## config.mk

```make
export PLATFORM = sky130hd
export DESIGN_NAME = bbp_ctrl
export DESIGN_NICKNAME = d
export VERILOG_FILES = /design/src/rtl/core/bbp_pkg.sv /design/src/rtl/core/bbp_ctrl.sv
export SDC_FILE = /design/constraint.sdc
export NUM_CORES = 1
export LEC_CHECK = 0
export BUFFER_PORTS_ARGS = -buffer_cell sky130_fd_sc_hd__buf_2
export CAP_MARGIN = 10
export CORE_AREA = 2 2 39 41
export DETAILED_ROUTE_END_ITERATION = 16
export DIE_AREA = 0 0 41 43
export MAX_ROUTING_LAYER = met4
export PLACE_DENSITY = 0.59
export SYNTH_ARGS = -nofsm -noshare
export SYNTH_HDL_FRONTEND = slang
export SYNTH_SLANG_ARGS = --single-unit
export TNS_END_PERCENT = 10
```

## constraint.sdc

```tcl
create_clock -name aclk -period 2.1 [get_ports aclk]
set_clock_uncertainty 0.15 [all_clocks]
set_input_delay 0.42 -clock aclk [delete_from_list [all_inputs] [get_ports aclk]]
set_output_delay 0.42 -clock aclk [all_outputs]
set_load 0.05 [all_outputs]
```

## src/rtl/core/bbp_pkg.sv

```systemverilog
// Package of the bimodal branch predictor: field widths, defaults,
// and the command and status bundles between controller and datapath.
// Depends on nothing.
`default_nettype none

package bbp_pkg;

    // Field widths fixed by the stream format.
    localparam int ADDR_W      = 64;
    localparam int CTR_OUT_W   = 2;
    localparam int S_TDATA_W   = 72;
    localparam int S_TUSER_W   = 1;
    localparam int M_TDATA_W   = 8;

    // The address is folded as digits of CHUNK_W bits each.
    localparam int CHUNK_W     = 16;
    localparam int CHUNKS      = ADDR_W / CHUNK_W;
    // Growth of the folded sum over the modulus width.
    localparam int FOLD_GROW_W = CHUNK_W + $clog2(CHUNKS);

    // Default geometry of the counter table.
    localparam int DEF_TABLE_DEPTH   = 16384;
    localparam int DEF_INDEX_MODULUS = 16381;
    localparam int DEF_COUNTER_WIDTH = 2;

    // Transaction kinds carried on s_tuser.
    localparam logic CMD_PREDICT = 1'b0;
    localparam logic CMD_UPDATE  = 1'b1;

    // Commands from the controller to the datapath.
    typedef struct packed {
        logic clear_wr;   // write zero at the clearing address and advance it
        logic load_item;  // capture the input transaction and its folded address
        logic quot_en;    // register the quotient estimate
        logic sub_en;     // register the value minus quotient times modulus
        logic fix_en;     // final correction, register the remainder
        logic wrap_load;  // restart the reduction on the remainder for the table wrap
        logic rd_en;      // read the counter at the index
        logic finish;     // load the result register; for an update, also write the new counter
    } bbp_cmd_t;

    // Status from the datapath to the controller.
    typedef struct packed {
        logic clear_last;  // clearing address is at the last entry
        logic wrap_due;    // modulus exceeds table depth and the wrap is still to do
        logic out_free;    // result register can take a new result this cycle
    } bbp_status_t;

endpackage

`default_nettype wire

```

## src/rtl/core/bbp_ctrl.sv

```systemverilog
// Controller of the bimodal branch predictor: sequences the clearing pass,
// the index computation, the table read and the counter update.
// Depends on bbp_pkg.
`default_nettype none

module bbp_ctrl
    import bbp_pkg::*;
(
    input  wire logic        aclk,
    input  wire logic        aresetn,
    input  wire logic        s_tvalid,
    output logic             s_tready,
    input  wire bbp_status_t status,
    output bbp_cmd_t         cmd
);

    typedef enum logic [6:0] {
        ST_CLEAR  = 7'b0000001,
        ST_IDLE   = 7'b0000010,
        ST_QUOT   = 7'b0000100,
        ST_SUB    = 7'b0001000,
        ST_FIX    = 7'b0010000,
        ST_READ   = 7'b0100000,
        ST_UPDATE = 7'b1000000
    } state_t;

    state_t state_reg;
    state_t state_next;

    // State register; reset starts the clearing pass over the table.
    always_ff @(posedge aclk) begin
        if (!aresetn) begin
            state_reg <= ST_CLEAR;
        end else begin
            state_reg <= state_next;
        end
    end

    // Next state and command decode.
    always_comb begin
        state_next = state_reg;
        cmd        = '0;
        s_tready   = 1'b0;
        case (state_reg)
            ST_CLEAR: begin
                cmd.clear_wr = 1'b1;
                if (status.clear_last) begin
                    state_next = ST_IDLE;
                end
            end
            ST_IDLE: begin
                s_tready = 1'b1;
                if (s_tvalid) begin
                    cmd.load_item = 1'b1;
                    state_next    = ST_QUOT;
                end
            end
            ST_QUOT: begin
                cmd.quot_en = 1'b1;
                state_next  = ST_SUB;
            end
            ST_SUB: begin
                cmd.sub_en = 1'b1;
                state_next = ST_FIX;
            end
            ST_FIX: begin
                cmd.fix_en = 1'b1;
                // A second pass wraps the remainder into the table.
                if (status.wrap_due) begin
                    cmd.wrap_load = 1'b1;
                    state_next    = ST_QUOT;
                end else begin
                    state_next = ST_READ;
                end
            end
            ST_READ: begin
                cmd.rd_en  = 1'b1;
                state_next = ST_UPDATE;
            end
            ST_UPDATE: begin
                // Hold until the result register has room.
                if (status.out_free) begin
                    cmd.finish = 1'b1;
                    state_next = ST_IDLE;
                end
            end
            default: begin
                state_next = ST_CLEAR;
            end
        endcase
    end

endmodule

`default_nettype wire

```

==> flow_summary.ini <==
[drt]
drt_pass1_iterations = 4
antenna_left = 0
wirelength_mm = 1.24
drc = 0
routedWlPerCell_um = 12.8
vias = 525
drtIter0Drc = 11
vias_per_cell = 5.41

[setup_path]
worstPathArrival_ns = 1.45
setup.worst_path.start_class = flip-flop
crit_chain = nor2_4 -> nand3b_4 -> nor3b_4 -> and2_1 -> buf_6
cp_slowest_cell = dfxtp_1
cp-end-kind = primary output
worstPathMaxFanout = 7
critical-path-max-stage-delay_ns = 0.37
path_class = flip-flop to primary output
required_ns = 1.53

[timing]
slew_violations = 0
min_period_ns = 2.02
period_share_pct = 96.2
setup_viol = 0
worst_pin_slew_ns = 0.389
timing.slew.headroom_pct = 73.9
max_freq_mhz = 495
setup_slack_ns = 0.0796
hold_violations = 0
rsz0062_at_grt = true

[worst_hold_path]
hp-class = primary input to flip-flop

[cts]
ctsHoldBuffers = 0
cts_htree_levels = 1
cts_sinks = 7
cts.reportedPaths.clkPinSlew_ns = 0.05
clkLatencyLatePin_ns = 0.26
root_buffer = clkbuf_4
cts_buffers = 3
cts_tree = yes
clockBufferDepth = 2

[power]
power_density_mw_per_mm2 = 694
total_power_uw = 477
vdd_drop_max_v = 0.000416
leakage_nw = 0.314

[floorplan]
ios = 15
start_util_pct = 35.3
fp-row-count = 14
die_x_um = 41
dieArea_mm2 = 0.00176
die_h_um = 43
core_area_mm2 = 0.00138

[cells_and_area]
fillers = 143
drive_gt1_share_pct = 45.7
nNetsFinal = 88
final_common_cell = buf_2
diodes = 0
final_cell_mix = buf_2 (10), nor2_1 (7), buf_4 (6), dfxtp_2 (6)
largest_register_ffs = 7
syn_to_final_growth_pct = 40.8

[yosys]
avgSynthCellArea_um2 = 7.87
ys_warn_count = 0
synthesis.area_um2 = 488
async_flop_share_pct = 0
synth_edf_count = 0
syn-instance-count = 62
ys_seq_area_share_pct = 28.7
synth_ff_type = dfxtp_1
synth_cell_type_count = 29
synth_fp_nets = 68
ys_ff_latch = 7

[run_status]
status = complete, no violations

[global_route]
overflow = 0
grt_use_total_pct = 15.4
antenna_found_initial = 0
grt_max_degree = 12
grt_pass1_wl_mm = 1.78
grt_pass1_vias = 441

[job]
drv_cap = 0

[placement]
gp_congestion = 0.768
dp_hpwl_um = 899
port_buffers = 14
pre_cts_slack_ns = 0.211
## path summary, 6_finish.rpt
check          startpoint      endpoint  slack (ns)  cells after the start
min             status[1]  state_reg[5]        0.18                      2
max reg2reg  state_reg[0]  state_reg[2]        0.45                      5
max          state_reg[3]        cmd[6]        0.08                      5
min reg2reg  state_reg[2]  state_reg[3]        0.45                      2
## through the flow
step | utilization (%) | hold WS, ns | instances | TNS (ns) | cell area (um2)
6_report | 49.6 | 0.177 | 97 | 0 | 687
5_1_grt | 49.6 | 0.174 | 97 | -0.0415 | 687
4_1_cts | 45.0 | 0.175 | 95 | -0.100 | 623
3_5_place_dp | 42.7 | 0.418 | 91 | 0 | 591
3_3_place_gp | 42.7 | 0.435 | 91 | 0 | 591
2_1_floorplan | - | 0.346 | 62 | -0.283 | 499
## area by class of cell
| type | count | area [um2] | area share (%) |
|---|---|---|---|
| Multi-Input combinational cell | 50 | 370 | 53.9 |
| Inverter | 2 | 7.51 | 1.09 |
| Clock inverter | 1 | 5.00 | 0.729 |
| Timing Repair Buffer | 18 | 114 | 16.6 |
| Clock buffer | 3 | 22.5 | 3.28 |
| Sequential cell | 7 | 148 | 21.5 |
| Tap cell | 16 | 20.0 | 2.91 |
## power by group
part           switching (mW)  leakage (nW)  internal (mW)
logic                  0.0943         0.238         0.0790
registers              0.0338        0.0590          0.145
clock network          0.0550        0.0177         0.0698
## synthesized netlist by cell type, drive strengths merged (3+ instances only)
master  count  area (um2)
dfxtp       7         140
nor3        4        20.0
and2        3        18.8
nand3       3        15.0
nor2        9        43.8
nor3b       4        35.0
o21ai       3        15.0
a21oi       4        20.0
## layer usage
metal,GRT usage [%],part of all wire [%],up-vias
li1,-,-,263
met2,22.2,52,10
met4,12.0,0.81,0
met3,1.57,2.5,2
met5,-,0,-
met1,18.7,45,250
## kinds of logic after synthesis
family / Yosys count / share of synthesized area (%)
compound gates: 12 / 15.4
xor+xnor: 3 / 5.39
buf+inv: 5 / 4.36
flops: 7 / 28.7
simple gates: 35 / 46.2
## what timing repair did
action	CTS	global route
endpoints found under the setup margin	4	6
setup buffers	0	2
resized for setup	2	16
pin swaps	0	3
## critical path, delay by kind of cell, from the launching register on
kind                   cells  cell delay, ns
buffers and inverters      1            0.16
DFF                        1            0.37
and+or+nand+nor            4            0.67
(Power assumes the default switching activity.)
